## config.mk

```make
export PLATFORM = sky130hd
export DESIGN_NAME = websocket_frame_transmitter_core
export DESIGN_NICKNAME = d
export VERILOG_FILES = /design/src/rtl/wft_pkg.sv /design/src/rtl/wft_front.sv /design/src/rtl/wft_queue.sv /design/src/rtl/wft_back.sv /design/src/rtl/websocket_frame_transmitter_core.sv
export SDC_FILE = /design/constraint.sdc
export NUM_CORES = 1
export LEC_CHECK = 0
export ABC_CLOCK_PERIOD_IN_PS = 8000
export BUFFER_PORTS_ARGS = -buffer_cell sky130_fd_sc_hd__buf_2
export CORE_MARGIN = 2
export CORE_UTILIZATION = 25
export CTS_CLUSTER_DIAMETER = 60
export DETAILED_ROUTE_END_ITERATION = 8
export PLACE_DENSITY = 0.42
export SLEW_MARGIN = 20
export SYNTH_ARGS = -nofsm -noshare
export SYNTH_HDL_FRONTEND = slang
export SYNTH_SLANG_ARGS = --single-unit
```

## constraint.sdc

```tcl
create_clock -name clk -period 8 [get_ports clk]
set_input_delay 0.8 -clock clk [delete_from_list [all_inputs] [get_ports clk]]
set_output_delay 0.8 -clock clk [all_outputs]
set_load 0.01 [all_outputs]
```

## src/rtl/wft_pkg.sv

```systemverilog
// Shared types and constants for the WebSocket frame transmitter.
package wft_pkg;

    localparam int LENGTH_BITS = 32;
    localparam int LEN_W       = (LENGTH_BITS < 32) ? LENGTH_BITS : 32;
    localparam int QUEUE_DEPTH = 4;
    localparam int QPTR_W      = $clog2(QUEUE_DEPTH);

    localparam logic [31:0] FRAME_PAYLOAD_RESET = 32'h0001_0000;
    localparam logic [31:0] LEN_SHORT_LIMIT     = 32'd126;
    localparam logic [31:0] LEN_MID_LIMIT       = 32'h0001_0000;
    localparam logic [7:0]  FIN_BIT             = 8'h80;
    localparam logic        MASK_BIT            = 1'b1;
    localparam logic [6:0]  LEN_CODE_16         = 7'd126;
    localparam logic [6:0]  LEN_CODE_64         = 7'd127;

    typedef enum logic [1:0] {
        LC_SHORT,
        LC_MID,
        LC_LONG
    } len_class_t;

    typedef struct packed {
        logic             hdr;
        logic             fin;
        logic [3:0]       opcode;
        len_class_t       len_class;
        logic [LEN_W-1:0] flen;
        logic [31:0]      key;
        logic [7:0]       pbyte;
        logic             last;
    } frame_req_t;

endpackage

```

## src/rtl/wft_front.sv

```systemverilog
// Front end: accepts payload bytes, tracks message and frame state, builds frame requests.
module wft_front
    import wft_pkg::*;
(
    input  logic        clk,
    input  logic        rst_n,
    input  logic        in_valid,
    output logic        in_ready,
    input  logic [7:0]  data_byte,
    input  logic        message_start,
    input  logic [3:0]  opcode,
    input  logic [31:0] message_length,
    input  logic        final_message,
    input  logic [31:0] masking_key,
    input  logic        cfg_valid,
    output logic        cfg_ready,
    input  logic [31:0] max_frame_payload,
    input  logic        queue_full,
    output logic        push_valid,
    output frame_req_t  push_req
);

    logic [31:0]      max_payload_reg;
    logic             open_reg;
    logic [LEN_W-1:0] msg_left_reg;
    logic [LEN_W-1:0] frame_left_reg;
    logic [1:0]       lane_reg;
    logic [3:0]       op_reg;
    logic             final_reg;
    logic [31:0]      key_reg;

    logic             accept;
    logic             eff_open;
    logic [LEN_W-1:0] eff_msg_left;
    logic [LEN_W-1:0] eff_frame_left;
    logic [1:0]       eff_lane;
    logic [3:0]       eff_op;
    logic             eff_final;
    logic [31:0]      eff_key;
    logic [31:0]      lim;
    logic             fits;
    logic [LEN_W-1:0] flen;
    logic             new_frame;
    logic [LEN_W-1:0] frame_cnt;
    logic [1:0]       lane;
    logic [1:0]       key_idx;
    logic [LEN_W-1:0] msg_left_next;
    logic [LEN_W-1:0] frame_left_next;
    logic [1:0]       lane_next;
    logic [3:0]       op_next;
    logic             open_next;

    assign in_ready  = !queue_full;
    assign cfg_ready = 1'b1;
    assign accept    = in_valid && in_ready;

    always_comb
    begin
        eff_open       = message_start ? (message_length[LEN_W-1:0] != '0) : open_reg;
        eff_msg_left   = message_start ? message_length[LEN_W-1:0] : msg_left_reg;
        eff_frame_left = message_start ? '0 : frame_left_reg;
        eff_lane       = message_start ? 2'd0 : lane_reg;
        eff_op         = message_start ? opcode : op_reg;
        eff_final      = message_start ? final_message : final_reg;
        eff_key        = message_start ? masking_key : key_reg;

        lim       = (max_payload_reg == 32'd0) ? 32'd1 : max_payload_reg;
        fits      = (32'(eff_msg_left) <= lim);
        flen      = fits ? eff_msg_left : lim[LEN_W-1:0];
        new_frame = (eff_frame_left == '0);
        frame_cnt = new_frame ? flen : eff_frame_left;
        lane      = new_frame ? 2'd0 : eff_lane;
        key_idx   = 2'd3 - lane;

        frame_left_next = frame_cnt - LEN_W'(1);
        msg_left_next   = eff_msg_left - LEN_W'(1);
        lane_next       = lane + 2'd1;
        op_next         = new_frame ? 4'd0 : eff_op;
        open_next       = eff_open && (msg_left_next != '0);

        push_req.hdr    = new_frame;
        push_req.fin    = fits && eff_final;
        push_req.opcode = eff_op;
        if (32'(flen) < LEN_SHORT_LIMIT)
        begin
            push_req.len_class = LC_SHORT;
        end
        else if (32'(flen) < LEN_MID_LIMIT)
        begin
            push_req.len_class = LC_MID;
        end
        else
        begin
            push_req.len_class = LC_LONG;
        end
        push_req.flen  = flen;
        push_req.key   = eff_key;
        push_req.pbyte = data_byte ^ eff_key[{key_idx, 3'b000} +: 8];
        push_req.last  = (frame_cnt == LEN_W'(1));
    end

    assign push_valid = accept && eff_open;

    always_ff @(posedge clk or negedge rst_n)
    begin
        if (!rst_n)
        begin
            max_payload_reg <= FRAME_PAYLOAD_RESET;
            open_reg        <= 1'b0;
            msg_left_reg    <= '0;
            frame_left_reg  <= '0;
            lane_reg        <= 2'd0;
            op_reg          <= 4'd0;
            final_reg       <= 1'b0;
            key_reg         <= 32'd0;
        end
        else
        begin
            if (cfg_valid && cfg_ready)
            begin
                max_payload_reg <= max_frame_payload;
            end
            if (accept)
            begin
                open_reg  <= open_next;
                final_reg <= eff_final;
                key_reg   <= eff_key;
                if (eff_open)
                begin
                    msg_left_reg   <= msg_left_next;
                    frame_left_reg <= frame_left_next;
                    lane_reg       <= lane_next;
                    op_reg         <= op_next;
                end
                else
                begin
                    msg_left_reg   <= eff_msg_left;
                    frame_left_reg <= eff_frame_left;
                    lane_reg       <= eff_lane;
                    op_reg         <= eff_op;
                end
            end
        end
    end

endmodule

```

## src/rtl/wft_queue.sv

```systemverilog
// Short request queue between the front end and the byte serializer.
module wft_queue
    import wft_pkg::*;
(
    input  logic       clk,
    input  logic       rst_n,
    input  logic       push,
    input  frame_req_t push_req,
    input  logic       pop,
    output logic       full,
    output logic       head_valid,
    output frame_req_t head
);

    frame_req_t        slot_reg [QUEUE_DEPTH];
    logic [QPTR_W-1:0] wr_ptr_reg;
    logic [QPTR_W-1:0] rd_ptr_reg;
    logic [QPTR_W:0]   count_reg;
    logic [QPTR_W:0]   count_next;

    assign full       = (count_reg == (QPTR_W + 1)'(QUEUE_DEPTH));
    assign head_valid = (count_reg != '0);
    assign head       = slot_reg[rd_ptr_reg];

    always_comb
    begin
        count_next = count_reg;
        if (push && !pop)
        begin
            count_next = count_reg + (QPTR_W + 1)'(1);
        end
        else if (pop && !push)
        begin
            count_next = count_reg - (QPTR_W + 1)'(1);
        end
    end

    always_ff @(posedge clk or negedge rst_n)
    begin
        if (!rst_n)
        begin
            wr_ptr_reg <= '0;
            rd_ptr_reg <= '0;
            count_reg  <= '0;
        end
        else
        begin
            count_reg <= count_next;
            if (push)
            begin
                wr_ptr_reg <= wr_ptr_reg + QPTR_W'(1);
            end
            if (pop)
            begin
                rd_ptr_reg <= rd_ptr_reg + QPTR_W'(1);
            end
        end
    end

    always_ff @(posedge clk)
    begin
        if (push)
        begin
            slot_reg[wr_ptr_reg] <= push_req;
        end
    end

endmodule

```

## src/rtl/wft_back.sv

```systemverilog
// Back end: serializes frame headers and payload bytes into the output register.
module wft_back
    import wft_pkg::*;
(
    input  logic       clk,
    input  logic       rst_n,
    input  logic       head_valid,
    input  frame_req_t head,
    output logic       pop,
    output logic       out_valid,
    input  logic       out_ready,
    output logic [7:0] frame_byte,
    output logic       frame_last
);

    typedef enum logic [2:0] {
        ST_HDR0,
        ST_HDR1,
        ST_EXT,
        ST_KEY,
        ST_PAY
    } state_t;

    state_t      state_reg;
    state_t      state_next;
    logic [2:0]  cnt_reg;
    logic [2:0]  cnt_next;
    logic        out_valid_reg;
    logic [7:0]  byte_reg;
    logic [7:0]  byte_next;
    logic        last_reg;
    logic        last_next;
    logic        fire;
    logic        is_pay;
    logic        keyed;
    logic [63:0] flen64;

    assign fire   = head_valid && (!out_valid_reg || out_ready);
    assign keyed  = (head.key != 32'd0);
    assign flen64 = 64'(head.flen);
    assign pop    = fire && is_pay;

    always_comb
    begin
        state_next = state_reg;
        cnt_next   = cnt_reg;
        byte_next  = head.pbyte;
        last_next  = 1'b0;
        is_pay     = 1'b0;
        case (state_reg)
            ST_HDR0:
            begin
                if (head.hdr)
                begin
                    byte_next  = (head.fin ? FIN_BIT : 8'h00) | {4'h0, head.opcode};
                    state_next = ST_HDR1;
                end
                else
                begin
                    last_next = head.last;
                    is_pay    = 1'b1;
                end
            end
            ST_HDR1:
            begin
                case (head.len_class)
                    LC_MID:
                    begin
                        byte_next  = {keyed & MASK_BIT, LEN_CODE_16};
                        state_next = ST_EXT;
                        cnt_next   = 3'd1;
                    end
                    LC_LONG:
                    begin
                        byte_next  = {keyed & MASK_BIT, LEN_CODE_64};
                        state_next = ST_EXT;
                        cnt_next   = 3'd7;
                    end
                    default:
                    begin
                        byte_next  = {keyed & MASK_BIT, head.flen[6:0]};
                        state_next = keyed ? ST_KEY : ST_PAY;
                        cnt_next   = 3'd3;
                    end
                endcase
            end
            ST_EXT:
            begin
                byte_next = flen64[{cnt_reg, 3'b000} +: 8];
                if (cnt_reg == 3'd0)
                begin
                    state_next = keyed ? ST_KEY : ST_PAY;
                    cnt_next   = 3'd3;
                end
                else
                begin
                    cnt_next = cnt_reg - 3'd1;
                end
            end
            ST_KEY:
            begin
                byte_next = head.key[{cnt_reg[1:0], 3'b000} +: 8];
                if (cnt_reg == 3'd0)
                begin
                    state_next = ST_PAY;
                end
                else
                begin
                    cnt_next = cnt_reg - 3'd1;
                end
            end
            ST_PAY:
            begin
                last_next  = head.last;
                is_pay     = 1'b1;
                state_next = ST_HDR0;
            end
            default:
            begin
                state_next = ST_HDR0;
            end
        endcase
    end

    always_ff @(posedge clk or negedge rst_n)
    begin
        if (!rst_n)
        begin
            state_reg     <= ST_HDR0;
            cnt_reg       <= 3'd0;
            out_valid_reg <= 1'b0;
            byte_reg      <= 8'h00;
            last_reg      <= 1'b0;
        end
        else if (fire)
        begin
            state_reg     <= state_next;
            cnt_reg       <= cnt_next;
            out_valid_reg <= 1'b1;
            byte_reg      <= byte_next;
            last_reg      <= last_next;
        end
        else if (out_ready)
        begin
            out_valid_reg <= 1'b0;
        end
    end

    assign out_valid  = out_valid_reg;
    assign frame_byte = byte_reg;
    assign frame_last = last_reg;

endmodule

```

## src/rtl/websocket_frame_transmitter_core.sv

```systemverilog
// Top level of the WebSocket frame transmitter: front end, request queue, byte serializer.
// A payload byte that continues an open frame adds no header, so a steady payload stream
// runs at one byte per clock while out_ready is high. A frame's first byte follows 2, 4 or
// 10 header bytes plus 4 key bytes when masked. The serializer drives one byte per cycle
// while out_ready is high and so sets the rate; input is taken while the 4-entry request
// queue has room. Bytes with no open message are taken and dropped. The user must write
// max_frame_payload (own valid/ready port, always ready) only while idle; not enforced.
module websocket_frame_transmitter_core
    import wft_pkg::*;
(
    input  logic        clk,
    input  logic        rst_n,
    input  logic        in_valid,
    output logic        in_ready,
    input  logic [7:0]  data_byte,
    input  logic        message_start,
    input  logic [3:0]  opcode,
    input  logic [31:0] message_length,
    input  logic        final_message,
    input  logic [31:0] masking_key,
    output logic        out_valid,
    input  logic        out_ready,
    output logic [7:0]  frame_byte,
    output logic        frame_last,
    input  logic        cfg_valid,
    output logic        cfg_ready,
    input  logic [31:0] max_frame_payload
);

    logic       push_valid;
    frame_req_t push_req;
    logic       queue_full;
    logic       head_valid;
    frame_req_t head;
    logic       pop;

    wft_front u_front (
        .clk               (clk),
        .rst_n             (rst_n),
        .in_valid          (in_valid),
        .in_ready          (in_ready),
        .data_byte         (data_byte),
        .message_start     (message_start),
        .opcode            (opcode),
        .message_length    (message_length),
        .final_message     (final_message),
        .masking_key       (masking_key),
        .cfg_valid         (cfg_valid),
        .cfg_ready         (cfg_ready),
        .max_frame_payload (max_frame_payload),
        .queue_full        (queue_full),
        .push_valid        (push_valid),
        .push_req          (push_req)
    );

    wft_queue u_queue (
        .clk        (clk),
        .rst_n      (rst_n),
        .push       (push_valid),
        .push_req   (push_req),
        .pop        (pop),
        .full       (queue_full),
        .head_valid (head_valid),
        .head       (head)
    );

    wft_back u_back (
        .clk        (clk),
        .rst_n      (rst_n),
        .head_valid (head_valid),
        .head       (head),
        .pop        (pop),
        .out_valid  (out_valid),
        .out_ready  (out_ready),
        .frame_byte (frame_byte),
        .frame_last (frame_last)
    );

endmodule

```

==> summary.md, run 1 <==
| Metric | Value |
|---|---|
| Initial antenna violation count | 1 |
| Clk sink count | 483 |
| Reg2Reg Depth | 18 |
| Endpoints failing hold | 0 |
| Leak | 0.01038 uW |
| CP arrival | 6.72 ns |
| Max reg flops | 324 |
| Sequential element share of the synthesized area | 57.41% |
| Seq pwr share | 36.7% |
| Switching share of power | 37.07% |
| DR DRC count | 0 |
| Global-route usage over all layers | 16.16% |
| Total number of yosys warnings | 0 |
| Clk slew on worst S/H paths | 0.05 ns |
| FF/Latch Area | 13720 um2 |
| First-pass detailed-route iteration total | 5 |
| Post-DRT Antenna Nets | 0 |
| Netlist cell types | 87 |
| Post-cts resize count | 0 |
| Row cnt | 113 |
| Setup crit end kind | register |
| Port Buf Inserts | 125 |
| Final min period | 6.218 ns |
| R2r startpoint | u_front.max_payload_reg[10] |
| Final Hold Slack | 0.2269 ns |
| Yosys top cell area share | 40.74% |
| Root Buffer | clkbuf_16 |
| Total CTS buffers | 67 |
| Status | completed |
| Total power | 10780 uW |
| RSZ-0062 raised after global routing | false |
| Clk_skew | 0.02755 ns |
| Max-cap viol count | 0 |
| Tcrit/Tclk final | 77.73% |
| Slew Limit Headroom | 14.52% |
| Cell Pwr Density | 381.7 nW/um2 |
| Final setup TNS | 0 ns |
| Cell Area, Synth | 23880 um2 |
| Yosys top cell by area | edfxtp_1 |
| Largest net degree at the start of global routing | 75 |
| CP Launch Type | primary input |
| Initial DRC Count | 1086 |
| CP startpoint | message_start |
| Worst Setup EP | u_front.frame_left_reg[30] |
| Clock power share | 27.6% |
| Setup slack, reg-to-reg | 2.17 ns |
| Total routed wirelength | 79.73 mm |
| Core area | 94870 um2 |
| Die area | 98020 um2 |
| Area Overhead vs Synth | 18.25% |
| Mapped Cells | 1907 |
| Initial core utilization | 25.17% |
| Avg Inst Size Synth | 12.52 um2 |
| Worst r2r dst | u_front.frame_left_reg[30] |
| Setup CP Type | in -> reg |
| H-tree Lvls | 3 |
| CP Max Fanout | 50 |
| Ant. Diodes | 0 |
| CP Data Required Time | 8.50 ns |
| Number of enable flip-flop cells after synthesis | 324 |
| Synth cell count leaders | 324 x edfxtp_1, 237 x nand2_1, 158 x dfrtp_1, 147 x o21ai_0, 99 x nor2_1 |
| F_max | 0.1608 GHz |
| Finished Layout Cells | 3356 |
| Combinational power share | 35.6% |
| DP HPWL | 55.87 mm |
| WL/cell | 23.76 um |
| # setup viols final | 0 |
| First-pass GRT wire length | 116.7 mm |
| Hold buffer count at CTS | 0 |
| Top-count cell post-synth | edfxtp_1 |
| Post-CTS Setup Bufs | 0 |
| I/O pins | 127 |
| Multi-input logic area | 9440 um2 |
| Synth top area cells | edfxtp_1 41%, dfrtp_1 17%, mux4_2 9.1% |
| Vias in the first global route | 16830 |
| CTS tree | yes |
| Total number of vias | 16530 |
| Synth Flop Type | edfxtp_1 |
| Cells after DPL | 3234 |
| Vias per cell | 4.926 |
| Clk_lat worst skew | 0.61 ns |
| Share of cells above drive strength 1 | 22.19% |
| Seq cells post-synth | 483 |
| Die Width | 313.1 um |
| Fin nets | 2199 |
| Fillcell total | 9686 |
| Final WS setup | 1.782 ns |
| Worst Hold Class | in -> async |
| Remaining global-route overflow | 0 |
| Slew Limit Fails | 0 |
| Die Span Y | 313.1 um |
| CTS Buffer Depth | 3 |
| Post-Place Worst Slack | 1.282 ns |
| Ys async rst share | 32.92% |
| Switching power | 3997 uW |
| Syn nets | 2068 |
| Worst-Margin Slew | 1.269 ns |
| Max rail drop VDD | 0.1538 mV |
| RePlAce Congestion | 0.8571 |
| Int Pwr | 6784 uW |
metal layers:
metal	vias up	track usage (%)	wire, um	share of wire (%)
met5	-	0	0	0
met4	0	6.166	2936	3.7
met3	134	2.878	4052	5.1
met2	525	26.18	37410	47
met1	8372	21.53	35330	44
li1	7499	-	-	-
critical path, stage by stage:
cell	delay (ns)
buf_4	0.50
mux2i_1	0.55
inv_1	0.13
ha_1	0.35
nand4_2	0.14
nor3_1	0.22
a21oi_1	0.13
a22oi_2	0.74
nor2_4	0.08
buf_4	0.33
a221o_1	0.38
inv_1	0.11
ha_1	0.23
o21ai_0	0.10
a311oi_1	0.44
nand2_1	0.28
nor2_1	0.58
nand4_1	0.23
xor2_1	0.19
o21ai_0	0.16
area by class of cell:
type	instances	area share, %
clock buffers	84	6.455
clock inverters	38	1.409
inverters	94	1.249
multi-input cells	1228	33.43
flip-flops and latches	483	48.57
well taps	1265	5.605
repair buffers	164	3.283
placed cells by master, fill, tap and decap left out, types with 12 or more instances in the layout:
| cell | count |
|---|---|
| edfxtp_1 | 324 |
| nand2_1 | 236 |
| dfrtp_1 | 156 |
| o21ai_0 | 142 |
| buf_2 | 123 |
| nor2_1 | 99 |
| mux4_2 | 97 |
| inv_1 | 92 |
| a21oi_1 | 70 |
| clkbuf_16 | 69 |
| mux2_2 | 55 |
| nor3_1 | 48 |
| xnor2_1 | 48 |
| nor4_1 | 47 |
| ha_1 | 45 |
| mux2i_1 | 42 |
| buf_4 | 40 |
| nand3_1 | 27 |
| o211ai_1 | 20 |
| nand4_1 | 18 |
| o22ai_1 | 18 |
| xor2_1 | 16 |
| and2_1 | 14 |
| a211oi_1 | 13 |
| clkinv_2 | 13 |
| a31oi_1 | 12 |
metrics by stage:
| stage | instance area, um2 | util [%] |
|---|---|---|
| after floorplan | 23880 | - |
| after global placement | 26020 | 27.43 |
| after detailed placement | 26020 | 27.43 |
| after CTS | 28240 | 29.77 |
| after global routing | 28240 | 29.77 |
| final | 28240 | 29.77 |
worst min path at each step:
stage                                    from                        to  depth (start not counted)
final                                   rst_n  u_front.msg_left_reg[22]                          1
after detailed placement  u_front.key_reg[18]       u_front.key_reg[18]                          2
after CTS                               rst_n  u_front.msg_left_reg[22]                          1
after global placement    u_front.key_reg[20]       u_front.key_reg[20]                          2
after floorplan           u_front.key_reg[16]       u_front.key_reg[16]                          2
after global routing                    rst_n  u_front.msg_left_reg[22]                          1
power groups by stage:
stage / Sequential (uW) / Clock [uW] / Combinational [uW]
after floorplan: 3790 / 0 / 2610
after global placement: 3990 / 0 / 3830
after detailed placement: 4010 / 0 / 3870
after CTS: 3970 / 3060 / 3880
after global routing: 4040 / 3160 / 4190
final: 3960 / 2980 / 3840
kinds of logic after synthesis:
group,after synthesis,share of synthesized area [%]
other,1,0.01570
and+or+nand+nor,550,11.12
xor gates and xnor gates,64,2.347
DFF,483,57.41
adders and majority gates,46,2.441
AOI/OAI and AO/OA,373,9.934
muxes,194,13.50
buffers and inverters,196,3.233
Note: power is estimated with default switching activity, not from simulation.
==> run 2: changes to the inputs <==
--- a/config.mk
+++ b/config.mk
@@ -5,13 +5,13 @@
 export SDC_FILE = /design/constraint.sdc
 export NUM_CORES = 1
 export LEC_CHECK = 0
-export ABC_CLOCK_PERIOD_IN_PS = 8000
+export ABC_CLOCK_PERIOD_IN_PS = 5400
 export BUFFER_PORTS_ARGS = -buffer_cell sky130_fd_sc_hd__buf_2
 export CORE_MARGIN = 2
 export CORE_UTILIZATION = 25
 export CTS_CLUSTER_DIAMETER = 60
 export DETAILED_ROUTE_END_ITERATION = 8
-export PLACE_DENSITY = 0.42
+export PLACE_DENSITY = 0.44
 export SLEW_MARGIN = 20
 export SYNTH_ARGS = -nofsm -noshare
 export SYNTH_HDL_FRONTEND = slang
==> constraint.sdc (replaced) <==
create_clock -name clk -period 5.4 [get_ports clk]
set_input_delay 0.54 -clock clk [delete_from_list [all_inputs] [get_ports clk]]
set_output_delay 0.54 -clock clk [all_outputs]
set_load 0.01 [all_outputs]
==> summary.md, run 2 (synthesis results as in run 1) <==
| Metric | Value |
|---|---|
| Setup slack, reg-to-reg | 0.40 ns (was 2.17 ns) |
| Port Buf Inserts | 125 (unchanged) |
| Status | completed (unchanged) |
| Post-CTS Setup Bufs | 0 (unchanged) |
| Cell Pwr Density | 560.8 nW/um2 (was 381.7 nW/um2) |
| Leak | 0.01078 uW (was 0.01038 uW) |
| Setup CP Type | reg -> reg (was in -> reg) |
| Die area | 98020 um2 (unchanged) |
| CP startpoint | u_front.max_payload_reg[5] (was message_start) |
| First-pass GRT wire length | 115.7 mm (was 116.7 mm) |
| Initial DRC Count | 1205 (was 1086) |
| Total number of vias | 16750 (was 16530) |
| CTS Buffer Depth | 3 (unchanged) |
| Row cnt | 113 (unchanged) |
| Most frequent cells in the layout | 324 x edfxtp_1, 236 x nand2_1, 156 x dfrtp_1 (unchanged) |
| Die Width | 313.1 um (unchanged) |
| Root Buffer | clkbuf_16 (unchanged) |
| Core area | 94870 um2 (unchanged) |
| Clk sink count | 483 (unchanged) |
| Die Span Y | 313.1 um (unchanged) |
| Vias in the first global route | 17250 (was 16830) |
| CP Data Required Time | 5.87 ns (was 8.50 ns) |
| Post-DRT Antenna Nets | 0 (unchanged) |
| Slew Limit Headroom | 21.09% (was 14.52%) |
| Total routed wirelength | 77.69 mm (was 79.73 mm) |
| DP HPWL | 55.32 mm (was 55.87 mm) |
| Area Overhead vs Synth | 21.12% (was 18.25%) |
| Ant. Diodes | 0 (unchanged) |
| Post-Place Worst Slack | -0.1597 ns (was 1.282 ns) |
| Initial core utilization | 25.17% (unchanged) |
| Vias per cell | 4.880 (was 4.926) |
| Clk_skew | 0.02616 ns (was 0.02755 ns) |
| Largest net degree at the start of global routing | 118 (was 75) |
| Cells after DPL | 3310 (was 3234) |
| CP arrival | 5.47 ns (was 6.72 ns) |
| CTS tree | yes (unchanged) |
| I/O pins | 127 (unchanged) |
| Post-cts resize count | 0 (unchanged) |
| First-pass detailed-route iteration total | 5 (unchanged) |
| Total CTS buffers | 67 (unchanged) |
| Commonest non-fill, non-tap cell in the layout | edfxtp_1 (unchanged) |
| Reg2Reg Depth | 22 (was 18) |
| Worst Hold Launch | max_frame_payload[14] |
| Final WS setup | 0.3999 ns (was 1.782 ns) |
| Endpoints failing hold | 0 (unchanged) |
| Initial antenna violation count | 4 (was 1) |
| Hold buffer count at CTS | 1 (was 0) |
| Final setup TNS | 0 ns (unchanged) |
| RePlAce Congestion | 0.8786 (was 0.8571) |
| Finished Layout Cells | 3432 (was 3356) |
| H-tree Lvls | 3 (unchanged) |
| # setup viols final | 0 (unchanged) |
| Setup crit end kind | register (unchanged) |
| CP Max Fanout | 3 (was 50) |
| Worst r2r dst | u_front.frame_left_reg[22] (was u_front.frame_left_reg[30]) |
| Worst Hold Class | in -> reg (was in -> async) |
| R2r startpoint | u_front.max_payload_reg[5] (was u_front.max_payload_reg[10]) |
| Hold Path End | u_front.max_payload_reg[14] |
| Hold depth | 3 |
| Worst-Margin Slew | 1.171 ns (was 1.269 ns) |
| Final min period | 5.000 ns |
| Tcrit/Tclk final | 92.59% |
| Slew Limit Fails | 0 (unchanged) |
| RSZ-0062 raised after global routing | false (unchanged) |
| CP Launch Type | register (was primary input) |
| Max reg flops | 324 (unchanged) |
| Clk slew on worst S/H paths | 0.06 ns (was 0.05 ns) |
| Max rail drop VDD | 0.2237 mV (was 0.1538 mV) |
| Share of cells above drive strength 1 | 24.87% (was 22.19%) |
| Global-route usage over all layers | 15.85% (was 16.16%) |
| Clk_lat worst skew | 0.61 ns (about the same) |
| Remaining global-route overflow | 0 (unchanged) |
| DR DRC count | 0 (unchanged) |
| Max-cap viol count | 0 (unchanged) |
| Fin nets | 2276 (was 2199) |
| WL/cell | 22.64 um (was 23.76 um) |
| F_max | 0.2000 GHz |
| Total power | 16220 uW (was 10780 uW) |
## run 2: cell types whose count changed in the layout (fill, tap and decap cells not counted), sizes merged
| cell | before | now |
|---|---|---|
| buf | 164 | 240 |
| clkinv | 23 | 16 |
| clkbuf | 84 | 89 |
| inv | 99 | 104 |
| clkinvlp | 4 | 1 |
| bufinv | 6 | 5 |
| dlygate4sd3 | 0 | 1 |
## run 2: metal layers
metal	vias to the layer above	global-route usage, %	routed length (um)
li1	7659	-	-
met1	8462	21.39	34530
met2	510	26.01	37070
met3	115	2.613	3839
met4	2	5.035	2243
met5	-	0	13
## run 2: cell type report
type | instances | area, um2
well taps | 1265 | 1583
clock buffers | 89 | 1852
inverters | 94 | 352.8
flip-flops and latches | 483 | 13720
multi-input cells | 1228 | 9455
clock inverters | 32 | 371.6
repair buffers | 241 | 1595
fillers | 9617 | 65940
## run 2: worst max-delay path by stage
| stage | endpoint | cells past startpoint | slack, ns |
|---|---|---|---|
| 5_1_grt | u_front.frame_left_reg[22] | 20 | 0.1 |
| 3_5_place_dp | u_front.frame_left_reg[22] | 22 | -0.16 |
| 4_1_cts | u_front.frame_left_reg[22] | 22 | 0.39 |
| 6_report | u_front.frame_left_reg[22] | 22 | 0.40 |
| 2_1_floorplan | u_front.frame_left_reg[20] | 22 | 0.07 |
| 3_3_place_gp | u_front.frame_left_reg[22] | 20 | -0.10 |
## run 2: per-stage QoR
stage | utilization [%] | area (um2) | hold slack, ns
after floorplan | - | 23900 | 0.2444
after global placement | 28.14 | 26690 | 0.4541
after detailed placement | 28.14 | 26690 | 0.4589
after CTS | 30.49 | 28930 | 0.09424
after global routing | 30.49 | 28930 | 0.1333
final | 30.49 | 28930 | 0.1424
## run 2: report_power, final
group	total (uW)	internal (uW)	switching (uW)
logic	5860	2380	3480
clock network	4420	2690	1730
registers	5940	5210	723
total	16200	10300	5940
## run 2: critical path, stage by stage (launching register included)
cell       delay, ns
dfrtp_1         0.45
nor4_1          0.33
nand4_1         0.16
nor2_1          0.28
a31o_2          0.26
ha_1            0.15
nor2b_1         0.04
o211ai_1        0.19
a2111oi_2       0.13
o31ai_2         0.32
nand3_1         0.16
o211ai_1        0.17
o21ai_0         0.20
inv_1           0.09
ha_1            0.16
o21ai_0         0.11
a311oi_2        0.33
nand4_1         0.20
a2111oi_0       0.58
buf_4           0.21
and3_1          0.16
or3_1           0.10
nand3_1         0.06
